$ cat src/hdl/dvdif_pkg.sv
// ----------------------------------------------------------------------------
// dvdif_pkg
// Shared types and constants of the DV DIF frame assembler.
// ----------------------------------------------------------------------------
package dvdif_pkg;

  localparam int unsigned OFF_W      = 18;
  localparam int unsigned CALC_W     = 20;
  localparam int unsigned CNT_W      = 32;
  localparam int unsigned PERIOD_W   = 17;
  localparam int unsigned IDX_W      = 2;
  localparam int unsigned IN_W       = 48;
  localparam int unsigned OUT_W      = 56;

  localparam logic [CALC_W-1:0] PAL_BYTES   = 20'd144000;
  localparam logic [CALC_W-1:0] NTSC_BYTES  = 20'd120000;
  localparam logic [CALC_W-1:0] BLOCK_BYTES = 20'd80;
  localparam logic [CALC_W-1:0] SEQ_BYTES   = 20'd12000;
  localparam logic [CALC_W-1:0] PKT_BYTES   = 20'd480;
  localparam logic [15:0]       MIN_LEN     = 16'd16;
  localparam logic [OFF_W-1:0]  CNT_MAX     = 18'd262143;

  // blk / 15 for an 8-bit blk: (blk * 137) >> 11
  localparam logic [7:0]  DIV15_MUL   = 8'd137;
  localparam int unsigned DIV15_SHIFT = 11;

  localparam logic [IDX_W-1:0] REG_DROP_SHORT  = 2'd0;
  localparam logic [IDX_W-1:0] REG_SKIP_FRAMES = 2'd1;
  localparam logic [IDX_W-1:0] REG_KEEP_FRAMES = 2'd2;

  localparam logic [2:0] SECT_HEADER = 3'd0;
  localparam logic [2:0] SECT_SUBCODE = 3'd1;
  localparam logic [2:0] SECT_VAUX   = 3'd2;
  localparam logic [2:0] SECT_AUDIO  = 3'd3;
  localparam logic [2:0] SECT_VIDEO  = 3'd4;

  typedef enum logic [2:0] {
    ST_IDLE,
    ST_PLACE,
    ST_DIV,
    ST_EVAL,
    ST_OUT
  } state_t;

endpackage

$ cat src/hdl/dv_dif_frame_assembler.sv
// ----------------------------------------------------------------------------
// dv_dif_frame_assembler
// Decodes DV packet headers, tracks frames, decimates and gives buffer offsets.
// ----------------------------------------------------------------------------
//  channel   dir  fields
//  s_axis    in   tdata: packet_length[15:0], dif_header[47:16]
//  m_axis    out  tdata: write_enable, write_offset, frame_start, frame_number,
//                        frame_ready, frame_discard, format_pal, offset_overflow
//  cfg       in   cfg_write, cfg_index, cfg_data
//
//  An accepted item passes through the decode, evaluate and output states
//  before its result can be taken; a frame header with keep_frames
//  nonzero also passes through the one-bit-per-cycle restoring modulo
//  unit, which finds the decimation phase.
//  One item at a time: s_axis_tready is high only while idle, and the next
//  item is taken the cycle after the result leaves. rst is synchronous.
module dv_dif_frame_assembler (
  input  logic                          clk,
  input  logic                          rst,
  input  logic                          s_axis_tvalid,
  output logic                          s_axis_tready,
  // [15:0] packet_length, [47:16] dif_header
  input  logic [dvdif_pkg::IN_W-1:0]    s_axis_tdata,
  output logic                          m_axis_tvalid,
  input  logic                          m_axis_tready,
  // [0] write_enable, [18:1] write_offset, [19] frame_start,
  // [51:20] frame_number, [52] frame_ready, [53] frame_discard,
  // [54] format_pal, [55] offset_overflow
  output logic [dvdif_pkg::OUT_W-1:0]   m_axis_tdata,
  input  logic                          cfg_write,
  input  logic [dvdif_pkg::IDX_W-1:0]   cfg_index,
  input  logic [15:0]                   cfg_data
);
  import dvdif_pkg::*;

  state_t state, state_next;

  logic                drop_short;
  logic [15:0]         skip_frames;
  logic [15:0]         keep_frames;

  logic                format_known;
  logic                is_pal;
  logic                frame_open;
  logic [OFF_W-1:0]    bytes_received;
  logic [CNT_W-1:0]    frame_counter;

  logic [15:0]         len_q;
  logic [31:0]         hdr_q;
  logic [CALC_W-1:0]   off_q;
  logic                placeable;

  logic [PERIOD_W-1:0] rem;
  logic [CNT_W-1:0]    dvd;
  logic [4:0]          step;

  logic [OUT_W-1:0]    out_data;

  // header decode
  logic [2:0]  sect;
  logic [3:0]  seq;
  logic [7:0]  blk;
  logic        pal_bit;
  logic        long_pkt;
  logic        is_hdr;

  assign sect     = hdr_q[31:29];
  assign seq      = hdr_q[23:20];
  assign blk      = hdr_q[15:8];
  assign pal_bit  = hdr_q[7];
  assign long_pkt = len_q > MIN_LEN;
  assign is_hdr   = long_pkt && (sect == SECT_HEADER) && (seq == 4'd0);

  // block index within a sequence
  logic [15:0]       blk_mul;
  logic [11:0]       blk_idx;
  logic [CALC_W-1:0] off_calc;

  assign blk_mul = 16'(blk) * 16'(DIV15_MUL);

  always_comb begin
    blk_idx = '0;
    case (sect)
      SECT_HEADER:  blk_idx = '0;
      SECT_SUBCODE: blk_idx = 12'd1 + 12'(blk);
      SECT_VAUX:    blk_idx = 12'd3 + 12'(blk);
      SECT_AUDIO:   blk_idx = 12'd6 + {blk, 4'd0};
      SECT_VIDEO:   blk_idx = 12'd7 + 12'(blk_mul >> DIV15_SHIFT) + 12'(blk);
      default:      blk_idx = '0;
    endcase
  end

  assign off_calc = CALC_W'(seq) * SEQ_BYTES + CALC_W'(blk_idx) * BLOCK_BYTES;

  // modulo step
  logic [PERIOD_W-1:0] period;
  logic [PERIOD_W:0]   rem_sh;
  logic                rem_ge;

  assign period = PERIOD_W'(skip_frames) + PERIOD_W'(keep_frames);
  assign rem_sh = {rem, dvd[CNT_W-1]};
  assign rem_ge = rem_sh >= {1'b0, period};

  // result evaluation
  logic              pal_eff;
  logic [CALC_W-1:0] fsize;
  logic              open_new;
  logic              open_eff;
  logic              ovf;
  logic              wen;
  logic              fready;
  logic              fdrop;
  logic [OFF_W-1:0]  bytes_base;
  logic [OFF_W:0]    bytes_sum;
  logic [OFF_W-1:0]  bytes_upd;

  always_comb begin
    pal_eff   = (is_hdr && !format_known) ? pal_bit : is_pal;
    fsize     = pal_eff ? PAL_BYTES : NTSC_BYTES;
    open_new  = (keep_frames != 16'd0) && (rem < PERIOD_W'(keep_frames));
    open_eff  = is_hdr ? open_new : frame_open;
    ovf       = long_pkt && open_eff && placeable && ((off_q + PKT_BYTES) > fsize);
    wen       = long_pkt && open_eff && placeable && !ovf;
    fready    = is_hdr && frame_open &&
                (!drop_short || (CALC_W'(bytes_received) == fsize));
    fdrop     = is_hdr && frame_open && !fready;
    bytes_base = is_hdr ? '0 : bytes_received;
    bytes_sum  = (OFF_W+1)'(bytes_base) + (OFF_W+1)'(PKT_BYTES);
    bytes_upd  = bytes_sum[OFF_W] ? CNT_MAX : bytes_sum[OFF_W-1:0];
  end

  // sequencer
  always_ff @(posedge clk) begin
    if (rst) begin
      state <= ST_IDLE;
    end else begin
      state <= state_next;
    end
  end

  always_comb begin
    state_next    = state;
    s_axis_tready = 1'b0;
    m_axis_tvalid = 1'b0;
    case (state)
      ST_IDLE: begin
        s_axis_tready = 1'b1;
        if (s_axis_tvalid) state_next = ST_PLACE;
      end
      ST_PLACE: begin
        state_next = (is_hdr && keep_frames != 16'd0) ? ST_DIV : ST_EVAL;
      end
      ST_DIV: begin
        if (step == 5'd31) state_next = ST_EVAL;
      end
      ST_EVAL: begin
        state_next = ST_OUT;
      end
      ST_OUT: begin
        m_axis_tvalid = 1'b1;
        if (m_axis_tready) state_next = ST_IDLE;
      end
      default: begin
        state_next = ST_IDLE;
      end
    endcase
  end

  // configuration
  always_ff @(posedge clk) begin
    if (rst) begin
      drop_short  <= 1'b1;
      skip_frames <= '0;
      keep_frames <= 16'd1;
    end else if (cfg_write) begin
      case (cfg_index)
        REG_DROP_SHORT:  drop_short  <= cfg_data[0];
        REG_SKIP_FRAMES: skip_frames <= cfg_data;
        REG_KEEP_FRAMES: keep_frames <= cfg_data;
        default: ;
      endcase
    end
  end

  // frame state
  always_ff @(posedge clk) begin
    if (rst) begin
      format_known   <= 1'b0;
      is_pal         <= 1'b0;
      frame_open     <= 1'b0;
      bytes_received <= '0;
      frame_counter  <= '0;
    end else if (state == ST_EVAL && long_pkt) begin
      if (is_hdr) begin
        format_known  <= 1'b1;
        is_pal        <= pal_eff;
        frame_open    <= open_new;
        frame_counter <= frame_counter + CNT_W'(1);
      end
      if (open_eff) begin
        bytes_received <= bytes_upd;
      end else if (is_hdr) begin
        bytes_received <= '0;
      end
    end
  end

  // datapath
  always_ff @(posedge clk) begin
    case (state)
      ST_IDLE: begin
        if (s_axis_tvalid) begin
          len_q <= s_axis_tdata[15:0];
          hdr_q <= s_axis_tdata[47:16];
        end
      end
      ST_PLACE: begin
        off_q     <= off_calc;
        placeable <= sect <= SECT_VIDEO;
        rem       <= '0;
        dvd       <= frame_counter + CNT_W'(1);
        step      <= '0;
      end
      ST_DIV: begin
        rem  <= rem_ge ? PERIOD_W'(rem_sh - {1'b0, period}) : rem_sh[PERIOD_W-1:0];
        dvd  <= {dvd[CNT_W-2:0], 1'b0};
        step <= step + 5'd1;
      end
      ST_EVAL: begin
        out_data[0]     <= wen;
        out_data[18:1]  <= wen ? off_q[OFF_W-1:0] : '0;
        out_data[19]    <= is_hdr && open_new;
        out_data[51:20] <= (is_hdr && open_new) ? frame_counter : '0;
        out_data[52]    <= fready;
        out_data[53]    <= fdrop;
        out_data[54]    <= long_pkt ? pal_eff : is_pal;
        out_data[55]    <= ovf;
      end
      default: ;
    endcase
  end

  assign m_axis_tdata = out_data;

endmodule

$ cat config.mk
export PLATFORM = sky130hd
export DESIGN_NAME = dv_dif_frame_assembler
export DESIGN_NICKNAME = d
export VERILOG_FILES = /design/src/hdl/dvdif_pkg.sv /design/src/hdl/dv_dif_frame_assembler.sv
export SDC_FILE = /design/constraint.sdc
export NUM_CORES = 1
export LEC_CHECK = 0
export ABC_CLOCK_PERIOD_IN_PS = 11630
export BUFFER_PORTS_ARGS = -buffer_cell sky130_fd_sc_hd__buf_2
export CAP_MARGIN = 30
export CORE_MARGIN = 1
export CORE_UTILIZATION = 45
export CTS_BUF_LIST = sky130_fd_sc_hd__clkbuf_2 sky130_fd_sc_hd__clkbuf_4 sky130_fd_sc_hd__clkbuf_8
export CTS_CLUSTER_SIZE = 28
export DETAILED_ROUTE_END_ITERATION = 16
export GPL_TIMING_DRIVEN = 0
export PLACE_DENSITY = 0.62
export SYNTH_ARGS = -nofsm -noshare
export SYNTH_HDL_FRONTEND = slang
export SYNTH_SLANG_ARGS = --single-unit
$ cat constraint.sdc
create_clock -name clk -period 11.63 [get_ports clk]
set_input_delay 1.163 -clock clk [delete_from_list [all_inputs] [get_ports clk]]
set_output_delay 1.163 -clock clk [all_outputs]
set_load 0.01 [all_outputs]
# Word level (Yosys, flattened, before mapping)
# Cells that the tools add are included.
[op_classes]
n_reduce_logical = 31
mul = 3
mux = 19
order_cmp = 5
add_sub_neg = 12
n_eq_ne = 15
[ops]
columns = ["op", "count"]
rows = [
  ["2-to-1 mux 18 bit", 4],
  ["one-hot mux 32 bit (2 select lines)", 1],
  ["one-hot mux 12 bit (4 select lines)", 1],
  ["one-hot mux 17 bit (2 select lines)", 1],
  ["adder 32 x 1 -> 32 bit (second input constant)", 1],
  ["adder 18 x 19 -> 20 bit", 1],
  ["adder 20 x 9 -> 20 bit (second input constant)", 1],
  ["greater-than comparator 20 x 18 -> 1 bit", 1],
  ["adder 18 x 9 -> 19 bit (second input constant)", 1],
  ["== test 18 bit", 1],
  [">= comparator 18 x 17 -> 1 bit", 1],
  ["adder 16 x 16 -> 17 bit", 1],
  ["less-than comparator 17 x 16 -> 1 bit", 1],
  ["2-to-1 mux 17 bit", 1],
  ["subtractor 17 bit", 1],
  ["greater-than comparator 16 x 5 -> 1 bit (second input constant)", 1],
  ["multiplier 8 x 8 -> 16 bit (second input constant)", 1],
  ["nonzero test 16 bit", 1],
  ["multiplier 12 x 3 -> 15 bit (second input constant)", 1],
  ["one-hot mux 3 bit (5 select lines)", 1],
  ["logical AND 1 bit", 14],
  ["multiplier 4 x 9 -> 13 bit (second input constant)", 1],
  ["adder 3 x 12 -> 12 bit (first input constant)", 1],
  ["== test 3 x 2 -> 1 bit (second input constant)", 4],
  ["23 further kinds", 42],
]
[word_totals]
regBits = 268
out_inout_bits = 58
wordCells = 104
inputBits = 71

# Depth between registers and ports, before layout
# Gate-level depths: netlist of run 1.
[logic_depth]
word_depth = 11
ltp_mapped = 35

# Worst setup path after synthesis of run 1
# OpenSTA, ideal clock, no wires.
[synth_path]
kind = "register to register"
from = "register hdr_q[11]"
to = "register off_q[18], data pin"
required_time_ps = 11367
t_arrival_ps = 6628
period_less_slack_ps = 6891
path_stages_with_launch = 31
setup_ps = 263
n_path_buf = 0
setup_slack_ps = 4739
cell_sequence = "edfxtp_1 > ha_1 > ha_1 > ha_1 > ha_1 > or3_1 > o21ai_1 > nor2_1 > a2111oi_0 > xnor2_1 > ha_1 > ha_1 > nor2b_1 > o21ai_0 > nand2b_1 > xnor2_1 > o22ai_1 > ha_1 > ha_1 > nor2b_1 > o21ai_0 > a21boi_0 > o21ai_0 > nand2b_1 > a31oi_1 > xnor2_1 > ha_1 > nor3_1 > a211o_1 > o21ai_0 > xnor2_1"
[synth_between]
elab_chain_len = 6
word_cells_on_any_way = 9
classes_between = "add/sub (6); mul (2); mux (1)"
[synth_lines]
columns = ["item", "line_no", "rtl"]
rows = [
  ["start, declared", "dv_dif_frame_assembler.sv:49", "logic [31:0] hdr_q;"],
  ["start signal, assigned", "dv_dif_frame_assembler.sv:214", "hdr_q <= s_axis_tdata[47:16];"],
  ["multiplier 8 x 8 -> 16 bit", "dv_dif_frame_assembler.sv:79", "assign blk_mul = 16'(blk) * 16'(DIV15_MUL);"],
  ["adder 3 x 5 -> 6 bit", "dv_dif_frame_assembler.sv:88", "SECT_VIDEO: blk_idx = 12'd7 + 12'(blk_mul >> DIV15_SHIFT) + 12'(blk);"],
  ["adder 6 x 8 -> 9 bit", "dv_dif_frame_assembler.sv:88", ""],
  ["one-hot mux 12 bit (4 select lines) (*)", "dv_dif_frame_assembler.sv:83", "case (sect)"],
  ["multiplier 12 x 3 -> 15 bit (*)", "dv_dif_frame_assembler.sv:93", "assign off_calc = CALC_W'(seq) * SEQ_BYTES + CALC_W'(blk_idx) * BLOCK_BYTES;"],
  ["adder 18 x 19 -> 20 bit (*)", "dv_dif_frame_assembler.sv:93", ""],
  ["net off_calc[18]", "dv_dif_frame_assembler.sv:77", "logic [CALC_W-1:0] off_calc;"],
  ["end signal, assigned", "dv_dif_frame_assembler.sv:218", "off_q <= off_calc;"],
  ["end, declared", "dv_dif_frame_assembler.sv:50", "logic [CALC_W-1:0] off_q;"],
]
# The timed path passes the listed nets; every way through them passes the cells marked *.
# A chain may end at the register's enable or synchronous reset.

# Worst setup path after layout of run 1
[layout_path]
from = "register hdr_q[11]"
to = "register off_q[19], data pin"
# The elaborated chain is that of the path after synthesis.

==> results of run 1 <==
==> flip-flops by register name (all words and copies together), names as in the netlist, 3 cells and up <==
register and cells:
bytes_received 18, dvd 32, frame_counter 32, hdr_q 16
keep_frames 16, len_q 16, m_axis_tdata 52, off_q 16
rem 17, skip_frames 16, state 3, step 5
==> stage by stage <==
stage	cell area, um^2	util (%)	power (mW)
global placement	16300	49.5	3.76
finish	17200	52.5	4.62
floorplan	15200	-	3.26
detailed placement	16300	49.7	3.81
global route	17200	52.5	5.05
CTS	17200	52.5	4.66
==> cell usage after synthesis, types with 6 or more instances <==
library cell	number	area, um^2
sky130_fd_sc_hd__dfxtp_1	89	1780
sky130_fd_sc_hd__xnor2_1	76	666
sky130_fd_sc_hd__inv_1	88	330
sky130_fd_sc_hd__o21ai_0	65	325
sky130_fd_sc_hd__o211ai_1	9	67.6
sky130_fd_sc_hd__nor2_1	114	428
sky130_fd_sc_hd__a31oi_1	8	50.1
sky130_fd_sc_hd__nand2b_1	16	100
sky130_fd_sc_hd__o31ai_1	6	45.0
sky130_fd_sc_hd__nor3b_1	8	60.1
sky130_fd_sc_hd__a21o_1	20	150
sky130_fd_sc_hd__a211o_1	7	61.3
sky130_fd_sc_hd__clkbuf_1	43	161
sky130_fd_sc_hd__a211oi_1	10	75.1
sky130_fd_sc_hd__edfxtp_1	155	4650
sky130_fd_sc_hd__a21boi_0	10	75.1
sky130_fd_sc_hd__and3_1	18	113
sky130_fd_sc_hd__nand2_1	181	679
sky130_fd_sc_hd__xor2_1	53	464
sky130_fd_sc_hd__fa_1	11	220
sky130_fd_sc_hd__o21ai_1	6	30.0
sky130_fd_sc_hd__mux2i_1	14	140
sky130_fd_sc_hd__nand4_1	18	113
sky130_fd_sc_hd__nor3_1	27	135
sky130_fd_sc_hd__ha_1	152	1900
sky130_fd_sc_hd__nor2b_1	19	119
sky130_fd_sc_hd__nand3_1	39	195
sky130_fd_sc_hd__a21oi_1	114	571
sky130_fd_sc_hd__o22ai_1	9	56.3
sky130_fd_sc_hd__or3_1	13	81.3
sky130_fd_sc_hd__and2_1	54	338
sky130_fd_sc_hd__nor4_1	13	81.3
==> layer usage <==
metal  wire [um]  global-route usage [%]  share of wire [%]  vias to the layer above
li1            -                       -                  -                     5929
met1       15900                    26.7                 47                     5494
met2       16100                    34.3                 47                      205
met3        1370                    3.01                4.0                       59
met4         855                    6.46                2.5                        0
met5           0                       0                  0                        -
==> logic make-up (layout without fill, tap and decap cells) <==
logic type	count (synthesis)	count (layout)	share of synthesized area, %
and+or+nand+nor	551	551	18.0
AOI/OAI and AO/OA	317	317	13.1
other	1	4	0.0247
xor gates and xnor gates	129	129	7.45
DFF	244	244	42.4
buffers and inverters	146	338	3.78
muxes	16	16	1.07
adders and majority gates	165	165	14.1
==> area by class of cell <==
cell class	count	area share, %
tap	442	3.21
timing repair buffer	113	3.49
multi-input combinational	1182	47.4
inverter	92	2.00
sequential	244	37.3
clock inverter	10	0.486
clock buffer	69	4.74
buffer	54	1.32
==> path summary, 6_finish.rpt <==
check / from / endpoint
worst max-delay path: hdr_q[11]$_DFFE_PP_ / off_q[19]$_DFFE_PP_
worst min-delay path: bytes_received[4]$_SDFFE_PP0P_ / bytes_received[4]$_SDFFE_PP0P_
worst max register to register: hdr_q[11]$_DFFE_PP_ / off_q[19]$_DFFE_PP_
worst min register to register: bytes_received[4]$_SDFFE_PP0P_ / bytes_received[4]$_SDFFE_PP0P_
==> power breakdown <==
part	internal, mW	leakage (nW)	total (mW)	switching (mW)
registers	1.27	2.17	1.41	0.138
logic	1.04	4.22	2.38	1.34
clock network	0.470	0.485	0.824	0.354
==> critical path, delay by kind of cell, from the launching register on <==
kind | cells | cell delay [ps]
DFF | 1 | 560
buffers and inverters | 1 | 50
AOI/OAI and AO/OA | 11 | 2360
adders and majority gates | 10 | 2880
and+or+nand+nor | 7 | 1150
xor gates and xnor gates | 2 | 420
==> results.md, run 1 <==
* Result of the run: finished clean
* Setup tns final at 0 ps
* Total number of nets in the final design at 1964
* Core Rows at 66
* Leading cell types in the layout, fill and taps excluded: 181 x sky130_fd_sc_hd__nand2_1, 155 x sky130_fd_sc_hd__edfxtp_1, 152 x sky130_fd_sc_hd__ha_1
* Die H at 186 um
* Yosys warns at 0
* RSZ-0062 raised after global routing: false
* CTS tree: done
* Worst hold slack at 464 ps
* Cell seen most often among critical-path stages: sky130_fd_sc_hd__ha_1
* DRC violation total after the first TritonRoute iteration at 797
* Via count of the first global-routing pass at 11200
* Slew margin rel. at 34.8%
* Dpl ws at 4000 ps
* Half-perimeter wire length after detailed placement at 26.0 mm
* Fraction of layout instances using a drive strength above 1 at 13.2%
* Yosys cell types at 81
* Initial standard-cell utilization of the core at 46.1%
* Cell area power density at 268 nW/um^2
* CP Data Required Time at 11940 ps
* Worst Hold Depth at 2
* Mean cell area of the mapped netlist at 9.67 um^2
* Fmax at 131 MHz
* IR drop worst, VDD at 0.000185 V
* Footprint of the multi-input gates at 8180 um^2
* Hold bufs inserted after CTS at 0
* Pin count of the biggest net entering global routing at 34
* Buffers from clock root to sink, at most at 3
* Number of top-level pins at 129
* Setup clock skew after layout at 24.8 ps
* Pre-antenna DRT Iters at 5
* Overall overflow remaining after global route at 0
* Die ar. at 34400 um^2
* Post-synth top flop: sky130_fd_sc_hd__edfxtp_1
* Setup Buffers After CTS at 0
* Setup-failing EPs final at 0
* Post-route minimum period at 7640 ps
* Worst reg-to-reg path cell count at 31
* Depth of the CTS H-tree at 2
* Kind of end point of the critical path: flop
* Synthesized flop and latch total at 244
* Final hold violation count at 0
* Classification of the worst-slack hold path: reg2reg
* Post-route DRC violation count at 0
* Vias at 11700
* Fin cells at 2206
* Initial antenna violation count at 0
* Count of nets left with antenna violations after detail routing at 0
* Buffer cell driving the clock tree root: sky130_fd_sc_hd__clkbuf_8
* Type of the setup path with the least slack: reg2reg
* Share of flip-flops with an asynchronous set or reset at 0%
* Ant diodes at 0
* Number of flops mapped to enable cells by yosys at 155
* Instance count of the mapped netlist at 1569
* Total routed wirelength at 34.2 mm
* CTS Buf Count at 43
* Synthesis-to-layout area growth at 13.7%
* Wire length of the first global-routing pass at 55.9 mm
* Crit share post-route at 65.7%
* Reported max-cap violation count at 0
* Post-cts resize count at 0
* Pins Over Slew Limit at 0
* Reg-to-reg slack, setup at 3990 ps
* Delay contributed by the slowest stage of the critical path at 590 ps
* Clock-pin slew on the worst setup and hold paths at 60 ps
* Arrival time at the worst endpoint at 7950 ps
* Crit path setup slack, layout at 3990 ps
* Mapped cell area at 15200 um^2
* Total track usage at 20.3%
* Standard cell with the maximum stage delay on the critical path: sky130_fd_sc_hd__a2111oi_0
* Average via count per standard cell at 5.30
* Number of I/O port buffers at 108
* Core area at 32900 um^2
* Least-Margin Pin Slew at 951 ps
* Worst-path maximum fanout at 10
* Proportion of synthesized chip area in sequential cells at 42.4%
* Number of placed instances, taps included at 2127
* Leakage dissipation at 6.87 nW
* Number of clock sinks at 244
* Insertion delay of the later-clocked pin in the worst-skew pair at 570 ps
* Final routed wire length divided by cell count at 15.5 um
* Number of filler cells placed in the layout at 3121
* Final estimated routing congestion in global placement at 0.871
* Most common cell after layout, fill and taps aside: sky130_fd_sc_hd__nand2_1
* X dimension of the die at 186 um
* Storage cell area at 6440 um^2
* Worst setup SP type: flop
(Power assumes the default switching activity.)
==> inputs of run 2 (changes only) <==
--- a/config.mk
+++ b/config.mk
@@ -5,7 +5,8 @@
 export SDC_FILE = /design/constraint.sdc
 export NUM_CORES = 1
 export LEC_CHECK = 0
-export ABC_CLOCK_PERIOD_IN_PS = 11630
+export ABC_AREA = 1
+export ABC_CLOCK_PERIOD_IN_PS = 6400
 export BUFFER_PORTS_ARGS = -buffer_cell sky130_fd_sc_hd__buf_2
 export CAP_MARGIN = 30
 export CORE_MARGIN = 1
@@ -14,7 +15,7 @@
 export CTS_CLUSTER_SIZE = 28
 export DETAILED_ROUTE_END_ITERATION = 16
 export GPL_TIMING_DRIVEN = 0
-export PLACE_DENSITY = 0.62
+export PLACE_DENSITY = 0.64
 export SYNTH_ARGS = -nofsm -noshare
 export SYNTH_HDL_FRONTEND = slang
 export SYNTH_SLANG_ARGS = --single-unit
==> constraint.sdc (replaced) <==
create_clock -name clk -period 6.4 [get_ports clk]
set_input_delay 0.64 -clock clk [delete_from_list [all_inputs] [get_ports clk]]
set_output_delay 0.64 -clock clk [all_outputs]
set_load 0.01 [all_outputs]
==> run 2 against run 1 <==
Effect of this change: the run now ends with negative setup slack left; clock power up 82%; register-to-register slack worse by 4300 ps; setup slack got worse by 4300 ps; sequential share of layout area down 2.2 points; sequential cell count is the same; clock-buffer cell count shrank 2; via count up 7.6%; worst hold slack worse by 240 ps.
==> results.md, run 2 <==
* Result of the run: finished, violations left (was finished clean)
* Violations in the final reports: negative setup slack
* Pin count of the biggest net entering global routing at 38 (was 34)
* Ant diodes at 0 (unchanged)
* Least-Margin Pin Slew at 900 ps (was 951 ps)
* Worst reg2reg path endpoint: off_q[18]$_DFFE_PP_ (was off_q[19]$_DFFE_PP_)
* Instance count of the mapped netlist at 1776 (was 1569)
* Leading post-synthesis cells by instance count: 257 x sky130_fd_sc_hd__nand2_1, 255 x sky130_fd_sc_hd__inv_1, 187 x sky130_fd_sc_hd__nor2_1 (was 181 x sky130_fd_sc_hd__nand2_1, 155 x sky130_fd_sc_hd__edfxtp_1, 152 x sky130_fd_sc_hd__ha_1)
* Proportion of synthesized chip area in sequential cells at 42.3% (was 42.4%)
* Final instance area at 18300 um^2 (was 17200 um^2)
* Die H at 186 um (about the same)
* Area share of the largest cell type after synthesis at 30.6% (was 30.7%)
* Post-route DRC violation count at 0 (unchanged)
* Main combinational cell family by area after synthesis: simple AND/OR/NAND/NOR gates (unchanged)
* Top cells by area in the synthesized netlist: sky130_fd_sc_hd__edfxtp_1 31%, sky130_fd_sc_hd__ha_1 13%, sky130_fd_sc_hd__dfxtp_1 12% (unchanged)
* Wire length on met1 at 16.8 mm (was 15.9 mm)
* Worst reg-to-reg path cell count at 38 (was 31)
* IR drop worst, VDD at 0.000314 V (was 0.000185 V)
* Via count of the first global-routing pass at 12100 (was 11200)
* Worst setup SP type: flop (unchanged)
* Number of buffer and inverter stages on the critical path at 6 (was 1)
* Setup-failing EPs final at 7 (was 0)
* Met3 Routed Length at 1.48 mm (was 1.37 mm)
* Number of filler cells placed in the layout at 3073 (was 3121)
* Synthesis-to-layout area growth at 20.6% (was 13.7%)
* Total routed wirelength at 37.2 mm (was 34.2 mm)
* Pre-antenna DRT Iters at 5 (unchanged)
* Leading cell types in the layout, fill and taps excluded: 247 x sky130_fd_sc_hd__nand2_1, 246 x sky130_fd_sc_hd__inv_1, 181 x sky130_fd_sc_hd__nor2_1 (was 181 x sky130_fd_sc_hd__nand2_1, 155 x sky130_fd_sc_hd__edfxtp_1, 152 x sky130_fd_sc_hd__ha_1)
* Final hold violation count at 0 (unchanged)
* Mux cell area share after synthesis at 0% (was 1.07%)
* Kind of end point of the critical path: flop (unchanged)
* Met2 WL post-DR at 17.7 mm (was 16.1 mm)
* Pins Over Slew Limit at 0 (unchanged)
* Core area at 32900 um^2 (unchanged)
* Yosys warns at 0 (unchanged)
* Launching point of the worst reg2reg path: hdr_q[12]$_DFFE_PP_ (was hdr_q[11]$_DFFE_PP_)
* Post-synth top flop: sky130_fd_sc_hd__edfxtp_1 (unchanged)
* Yosys cell types at 55 (was 81)
* Slew margin rel. at 39.7% (was 34.8%)
* Initial antenna violation count at 0 (unchanged)
* Buffer cell driving the clock tree root: sky130_fd_sc_hd__clkbuf_8 (unchanged)
* Overall power at 6.74 mW (was 4.62 mW)
* Top layer used by detailed routing: met4 (unchanged)
* Number of clock sinks at 244 (unchanged)
* Vias at 12600 (was 11700)
* Count of nets left with antenna violations after detail routing at 0 (unchanged)
* Total number of nets in the final design at 2218 (was 1964)
* Clock-pin slew on the worst setup and hold paths at 70 ps (was 60 ps)
* Reported net switching power at 2.54 mW (was 1.83 mW)
* Classification of the worst-slack hold path: in2reg (was reg2reg)
* Placed cell area at 16500 um^2 (was 16300 um^2)
* Setup clock skew after layout at 46.3 ps (was 24.8 ps)
* Mapped cell area at 15200 um^2 (about the same)
* Design internal power at 4.20 mW (was 2.78 mW)
* Final estimated routing congestion in global placement at 0.912 (was 0.871)
* Insertion delay of the later-clocked pin in the worst-skew pair at 610 ps (was 570 ps)
* Combinational group share of total power at 46.4% (was 51.6%)
* Post-Synth Simple-Gate Area at 16.8% (was 18.0%)
* Leakage dissipation at 7.68 nW (was 6.87 nW)
* CP Data Required Time at 6700 ps (was 11940 ps)
* Number of flops mapped to enable cells by yosys at 155 (unchanged)
* Fin cells at 2459 (was 2206)
* Number of placed instances, taps included at 2335 (was 2127)
* Worst Hold Depth at 1 (was 2)
* Cell area power density at 368 nW/um^2 (was 268 nW/um^2)
* Share of power burned in the clock network at 22.3% (was 17.8%)
* Worst-path maximum fanout at 4 (was 10)
* Share of flip-flops with an asynchronous set or reset at 0% (unchanged)
* Hold Startpoint: s_axis_tdata[37] (was bytes_received[4]$_SDFFE_PP0P_)
* Reg-to-reg slack, setup at -340 ps (was 3990 ps)
* Half-perimeter wire length after detailed placement at 26.8 mm (was 26.0 mm)
* Number of I/O port buffers at 107 (was 108)
* Cell seen most often among critical-path stages: sky130_fd_sc_hd__ha_1 (unchanged)
* Most area-hungry cell type in the Yosys netlist: sky130_fd_sc_hd__edfxtp_1 (unchanged)
* Fmax at 148 MHz (was 131 MHz)
* Fraction of layout instances using a drive strength above 1 at 18.4% (was 13.2%)
* CTS tree: done (unchanged)
* Synthesized flop and latch total at 244 (unchanged)
* Number of flip-flops in the largest register at 52 (unchanged)
* Total track usage at 21.5% (was 20.3%)
* Mean cell area of the mapped netlist at 8.56 um^2 (was 9.67 um^2)
* Switching power share of the total at 37.7% (was 39.7%)
* Core Rows at 66 (unchanged)
* Type of the setup path with the least slack: reg2reg (unchanged)
* Crit share post-route at 105% (was 65.7%)
* Final routed wire length divided by cell count at 15.1 um (was 15.5 um)
* WHS Endpoint: hdr_q[21]$_DFFE_PP_ (was bytes_received[4]$_SDFFE_PP0P_)
* Area share of xor/xnor cells in the synthesized design at 6.05% (was 7.45%)
* Die ar. at 34500 um^2 (was 34400 um^2)
* Reported max-cap violation count at 0 (unchanged)
* Most common cell after layout, fill and taps aside: sky130_fd_sc_hd__nand2_1 (unchanged)
* Complex-gate fraction of the synthesized area at 13.1% (about the same)
* RSZ-0062 raised after global routing: true (was false)
* X dimension of the die at 186 um (about the same)
* Synth Area in Adders at 14.0% (was 14.1%)
* Arrival time at the worst endpoint at 7040 ps (was 7950 ps)
* Most instantiated library cell after synthesis: sky130_fd_sc_hd__nand2_1 (unchanged)
* Path length in cells of the critical path at 38 (was 31)
* Sequential share of power at 31.3% (was 30.6%)
* Final core occ at 55.8% (was 52.5%)
* Dpl ws at -799 ps (was 4000 ps)
* Initial standard-cell utilization of the core at 46.3% (was 46.1%)
* Kind of cell adding the most delay to the critical path: adder cells (unchanged)
* Wire length of the first global-routing pass at 59.0 mm (was 55.9 mm)
* Overall overflow remaining after global route at 0 (unchanged)
* Depth of the CTS H-tree at 2 (unchanged)
* Delay contributed by the slowest stage of the critical path at 420 ps (was 590 ps)
* Crit path setup slack, layout at -340 ps (was 3990 ps)
* Post-route minimum period at 6740 ps (was 7640 ps)
* Average via count per standard cell at 5.11 (was 5.30)
* Buffers from clock root to sink, at most at 3 (unchanged)
* Standard cell with the maximum stage delay on the critical path: sky130_fd_sc_hd__edfxtp_1 (was sky130_fd_sc_hd__a2111oi_0)
* CTS Buf Count at 44 (was 43)
* DRC violation total after the first TritonRoute iteration at 882 (was 797)
* Number of top-level pins at 129 (unchanged)
## run 2: changes by cell type after synthesis, sizes merged, moves of 45 or more
cell | previous run | this run
a21oi | 114 | 165
and2 | 54 | 1
inv | 91 | 258
nand2 | 183 | 262
nor2 | 114 | 198
o21ai | 71 | 154
xnor2 | 76 | 31
## run 2: worst max-delay path by stage
stage	startpoint	end
2_1_floorplan	hdr_q[15]$_DFFE_PP_	off_q[18]$_DFFE_PP_
6_report	hdr_q[12]$_DFFE_PP_	off_q[18]$_DFFE_PP_
3_3_place_gp	state[1]$_SDFFE_PP0P_	bytes_received[5]$_SDFFE_PP0P_
3_5_place_dp	hdr_q[15]$_DFFE_PP_	off_q[18]$_DFFE_PP_
5_1_grt	hdr_q[12]$_DFFE_PP_	off_q[18]$_DFFE_PP_
4_1_cts	hdr_q[8]$_DFFE_PP_	off_q[18]$_DFFE_PP_
## run 2: cells by family (layout without fill, tap and decap cells)
kind of cell | Yosys count | count (layout)
xor gates and xnor gates | 105 | 105
and+or+nand+nor | 588 | 588
DFF | 244 | 244
adders and majority gates | 163 | 163
other | 1 | 4
buffers and inverters | 304 | 542
AOI/OAI and AO/OA | 371 | 371
## run 2: repair_timing
| item | CTS | global route |
|---|---|---|
| endpoints found under the hold margin | 0 | 0 |
| buffers inserted | 30 | 16 |
| setup endpoints to repair | 8 | 9 |
| resized for setup | 44 | 70 |
| pin swaps | 50 | 65 |
| hold buffers | 0 | 0 |
## run 2: per-stage QoR
stage	setup TNS (ps)	hold WS (ps)
after floorplan	0	436
after global routing	-4200	199
final	-1650	222
after detailed placement	-4270	454
after global placement	-89030	446
after CTS	-880	177
## run 2: layout make-up
type                       count  area [um^2]  area share (%)
clock buffer                  67          810            4.41
buffer                        44          204            1.11
clock inverter                12         81.3           0.443
multi-input combinational   1231         8270            45.1
timing repair buffer         159         1010            5.51
sequential                   244         6440            35.1
inverter                     260          978            5.33
tap                          442          553            3.01
## run 2: power groups by stage
stage | Combinational, mW | Sequential, mW | Clock, mW
2_1_floorplan | 1.70 | 2.13 | 0
3_3_place_gp | 2.13 | 2.16 | 0
3_5_place_dp | 2.21 | 2.15 | 0
4_1_cts | 2.52 | 2.11 | 1.54
5_1_grt | 3.45 | 2.13 | 1.61
6_report | 3.13 | 2.11 | 1.50
## run 2: worst reg2reg max path: cells and delay by family, from the launching register on
kind	cells	cell delay (ps)
buffers and inverters	6	560
and+or+nand+nor	9	960
adders and majority gates	10	2790
xor gates and xnor gates	3	420
DFF	1	420
AOI/OAI and AO/OA	10	1310
## run 2: per-layer routing
metal  global-route usage (%)  vias to the layer above
met5                        0                        -
met4                     8.33                        0
met3                     3.03                       83
met2                     36.2                      267
met1                     27.9                     5819
li1                         -                     6407
==> inputs of run 3 (changes only) <==
--- a/config.mk
+++ b/config.mk
@@ -15,7 +15,7 @@
 export CTS_CLUSTER_SIZE = 28
 export DETAILED_ROUTE_END_ITERATION = 16
 export GPL_TIMING_DRIVEN = 0
-export PLACE_DENSITY = 0.64
+export PLACE_DENSITY = 0.66
 export SYNTH_ARGS = -nofsm -noshare
 export SYNTH_HDL_FRONTEND = slang
 export SYNTH_SLANG_ARGS = --single-unit
==> run 3 against run 2 <==
Effect of this change: highest routed layer unchanged; sequential share of layout area up 0.13 points; sequential power about the same; cell count fell by 0.37%; clock power is essentially flat; the flow still finishes with violations (negative setup slack); via count decreased by 0.21%; global-route usage decreased by 0.18 points; core utilization fell by 0.21 points.
==> results.md, run 3 (same netlist as run 2, synthesis figures left out) <==
* Delay contributed by the slowest stage of the critical path at 480 ps (was 420 ps)
* Least-Margin Pin Slew at 855 ps (was 900 ps)
* Number of top-level pins at 129 (unchanged)
* Total track usage at 21.4% (was 21.5%)
* Vias at 12500 (was 12600)
* Number of I/O port buffers at 107 (unchanged)
* Die H at 186 um (unchanged)
* Number of clock sinks at 244 (unchanged)
* Sequential share of power at 32.8% (was 31.3%)
* Initial standard-cell utilization of the core at 46.3% (unchanged)
* Core area at 32900 um^2 (unchanged)
* Standard cell with the maximum stage delay on the critical path: sky130_fd_sc_hd__edfxtp_1 (unchanged)
* Final hold violation count at 0 (unchanged)
* Ant diodes at 0 (unchanged)
* Hold Startpoint: s_axis_tdata[36] (was s_axis_tdata[37])
* Cell area power density at 351 nW/um^2 (was 368 nW/um^2)
* Share of power burned in the clock network at 23.4% (was 22.3%)
* Final core occ at 55.6% (was 55.8%)
* Buffers from clock root to sink, at most at 3 (unchanged)
* IR drop worst, VDD at 0.000278 V (was 0.000314 V)
* Launching point of the worst reg2reg path: hdr_q[15]$_DFFE_PP_ (was hdr_q[12]$_DFFE_PP_)
* Fmax at 148 MHz (about the same)
* Combinational group share of total power at 43.8% (was 46.4%)
* Via count of the first global-routing pass at 12000 (was 12100)
* X dimension of the die at 186 um (unchanged)
* Worst setup SP type: flop (unchanged)
* Post-route DRC violation count at 0 (unchanged)
* Total routed wirelength at 36.5 mm (was 37.2 mm)
* Pin count of the biggest net entering global routing at 34 (was 38)
* Worst-path maximum fanout at 4 (unchanged)
* Crit path setup slack, layout at -365 ps (was -340 ps)
* Pre-antenna DRT Iters at 5 (unchanged)
* Leading cell types in the layout, fill and taps excluded: 251 x sky130_fd_sc_hd__nand2_1, 248 x sky130_fd_sc_hd__inv_1, 180 x sky130_fd_sc_hd__nor2_1 (was 247 x sky130_fd_sc_hd__nand2_1, 246 x sky130_fd_sc_hd__inv_1, 181 x sky130_fd_sc_hd__nor2_1)
* RSZ-0062 raised after global routing: true (unchanged)
* Total number of nets in the final design at 2207 (was 2218)
* Classification of the worst-slack hold path: in2reg (unchanged)
* DRC violation total after the first TritonRoute iteration at 729 (was 882)
* Synthesis-to-layout area growth at 20.2% (was 20.6%)
* Overall overflow remaining after global route at 0 (unchanged)
* Die ar. at 34500 um^2 (unchanged)
* Number of flip-flops in the largest register at 52 (unchanged)
* Crit share post-route at 106% (was 105%)
* Cell seen most often among critical-path stages: sky130_fd_sc_hd__ha_4 (was sky130_fd_sc_hd__ha_1)
* CTS Buf Count at 43 (was 44)
* Reported net switching power at 2.41 mW (was 2.54 mW)
* Post-route minimum period at 6770 ps (was 6740 ps)
* Kind of end point of the critical path: flop (unchanged)
* CTS tree: done (unchanged)
* Reported max-cap violation count at 0 (unchanged)
* Slew margin rel. at 42.7% (was 39.7%)
* Final estimated routing congestion in global placement at 0.912 (about the same)
* Worst hold slack at 246 ps (was 222 ps)
* Core Rows at 66 (unchanged)
* Most common cell after layout, fill and taps aside: sky130_fd_sc_hd__nand2_1 (unchanged)
* CP Data Required Time at 6690 ps (was 6700 ps)
* Result of the run: finished, violations left (unchanged)
* Pins Over Slew Limit at 0 (unchanged)
* Setup clock skew after layout at 51.5 ps (was 46.3 ps)
* Buffer cell driving the clock tree root: sky130_fd_sc_hd__clkbuf_8 (unchanged)
* Arrival time at the worst endpoint at 7060 ps (was 7040 ps)
* Final routed wire length divided by cell count at 14.9 um (was 15.1 um)
* Design internal power at 4.01 mW (was 4.20 mW)
* Violations in the final reports: negative setup slack (unchanged)
* Clock-pin slew on the worst setup and hold paths at 60 ps (was 70 ps)
* Initial antenna violation count at 0 (unchanged)
* Switching power share of the total at 37.5% (was 37.7%)
* Hold bufs inserted after CTS at 0 (unchanged)
* Fraction of layout instances using a drive strength above 1 at 18.0% (was 18.4%)
* Insertion delay of the later-clocked pin in the worst-skew pair at 590 ps (was 610 ps)
* Wire length of the first global-routing pass at 58.5 mm (was 59.0 mm)
* Setup-failing EPs final at 7 (unchanged)
* Half-perimeter wire length after detailed placement at 27.0 mm (was 26.8 mm)
* Depth of the CTS H-tree at 2 (unchanged)
* Leakage dissipation at 7.61 nW (was 7.68 nW)
* Average via count per standard cell at 5.12 (was 5.11)
* Count of nets left with antenna violations after detail routing at 0 (unchanged)
* Type of the setup path with the least slack: reg2reg (unchanged)
* Source of the critical timing path: hdr_q[15]$_DFFE_PP_ (was hdr_q[12]$_DFFE_PP_)
## run 3: changes by cell type in the layout (fill, tap and decap cells not counted), sizes merged
cell      change
clkinvlp      +2
bufinv        +1
clkinv        +5
buf          -10
clkbuf        -7
## run 3: final cells by class
class                   instances  area (um^2)
plain buffers                  44          204
inverters                     260          981
clock buffers                  60          738
well taps                     442          553
fillers                      2990        14600
flip-flops and latches        244         6440
clock inverters                20          153
multi-input cells            1231         8300
repair buffers                149          910
## run 3: per-layer routing
| layer | up-vias | wire [um] | track usage [%] |
|---|---|---|---|
| li1 | 6369 | - | - |
| met1 | 5768 | 16400 | 27.6 |
| met2 | 330 | 17200 | 35.4 |
| met3 | 82 | 1660 | 3.44 |
| met4 | 0 | 1230 | 8.85 |
| met5 | - | 0 | 0 |
## run 3: final timing paths
check / to / slack (ps) / cells past startpoint
hold / removal: hdr_q[20]$_DFFE_PP_ / 250 / 1
hold reg to reg: bytes_received[3]$_SDFFE_PP0P_ / 460 / 2
setup reg to reg: off_q[18]$_DFFE_PP_ / -370 / 38
setup / recovery: off_q[18]$_DFFE_PP_ / -370 / 38
## run 3: what timing repair did
action	in CTS	in global routing
setup buffers	23	11
gates resized for setup	42	64
gates cloned	0	0
setup endpoints to repair	8	9
endpoints found under the hold margin	0	0
pin swaps	33	74
## run 3: through the flow
step | setup TNS [ps] | instances | total power [mW] | setup slack [ps] | cell area, um^2
3_5_place_dp | -5010 | 2336 | 4.36 | -868 | 16500
2_1_floorplan | 0 | 1779 | 3.83 | 3.05 | 15300
5_1_grt | -3670 | 2450 | 6.87 | -658 | 18300
6_report | -1420 | 2450 | 6.42 | -365 | 18300
3_3_place_gp | -117040 | 2328 | 4.30 | -2450 | 16400
4_1_cts | -1010 | 2439 | 6.09 | -253 | 17800
## run 3: worst max-delay path, delay by kind of cell, from the launching register on
kind            cells  cell delay, ps
simple gates        9             890
flops               1             480
compound gates     11            1520
xor+xnor            3             480
fa+ha+maj          10            2810
buf+inv             5             300
## run 3: power by group through the flow
stage / Sequential (mW) / Clock, mW / Combinational, mW
after CTS: 2.11 / 1.54 / 2.45
after floorplan: 2.13 / 0 / 1.70
after global routing: 2.14 / 1.60 / 3.13
after detailed placement: 2.15 / 0 / 2.22
final: 2.11 / 1.50 / 2.81
after global placement: 2.16 / 0 / 2.14
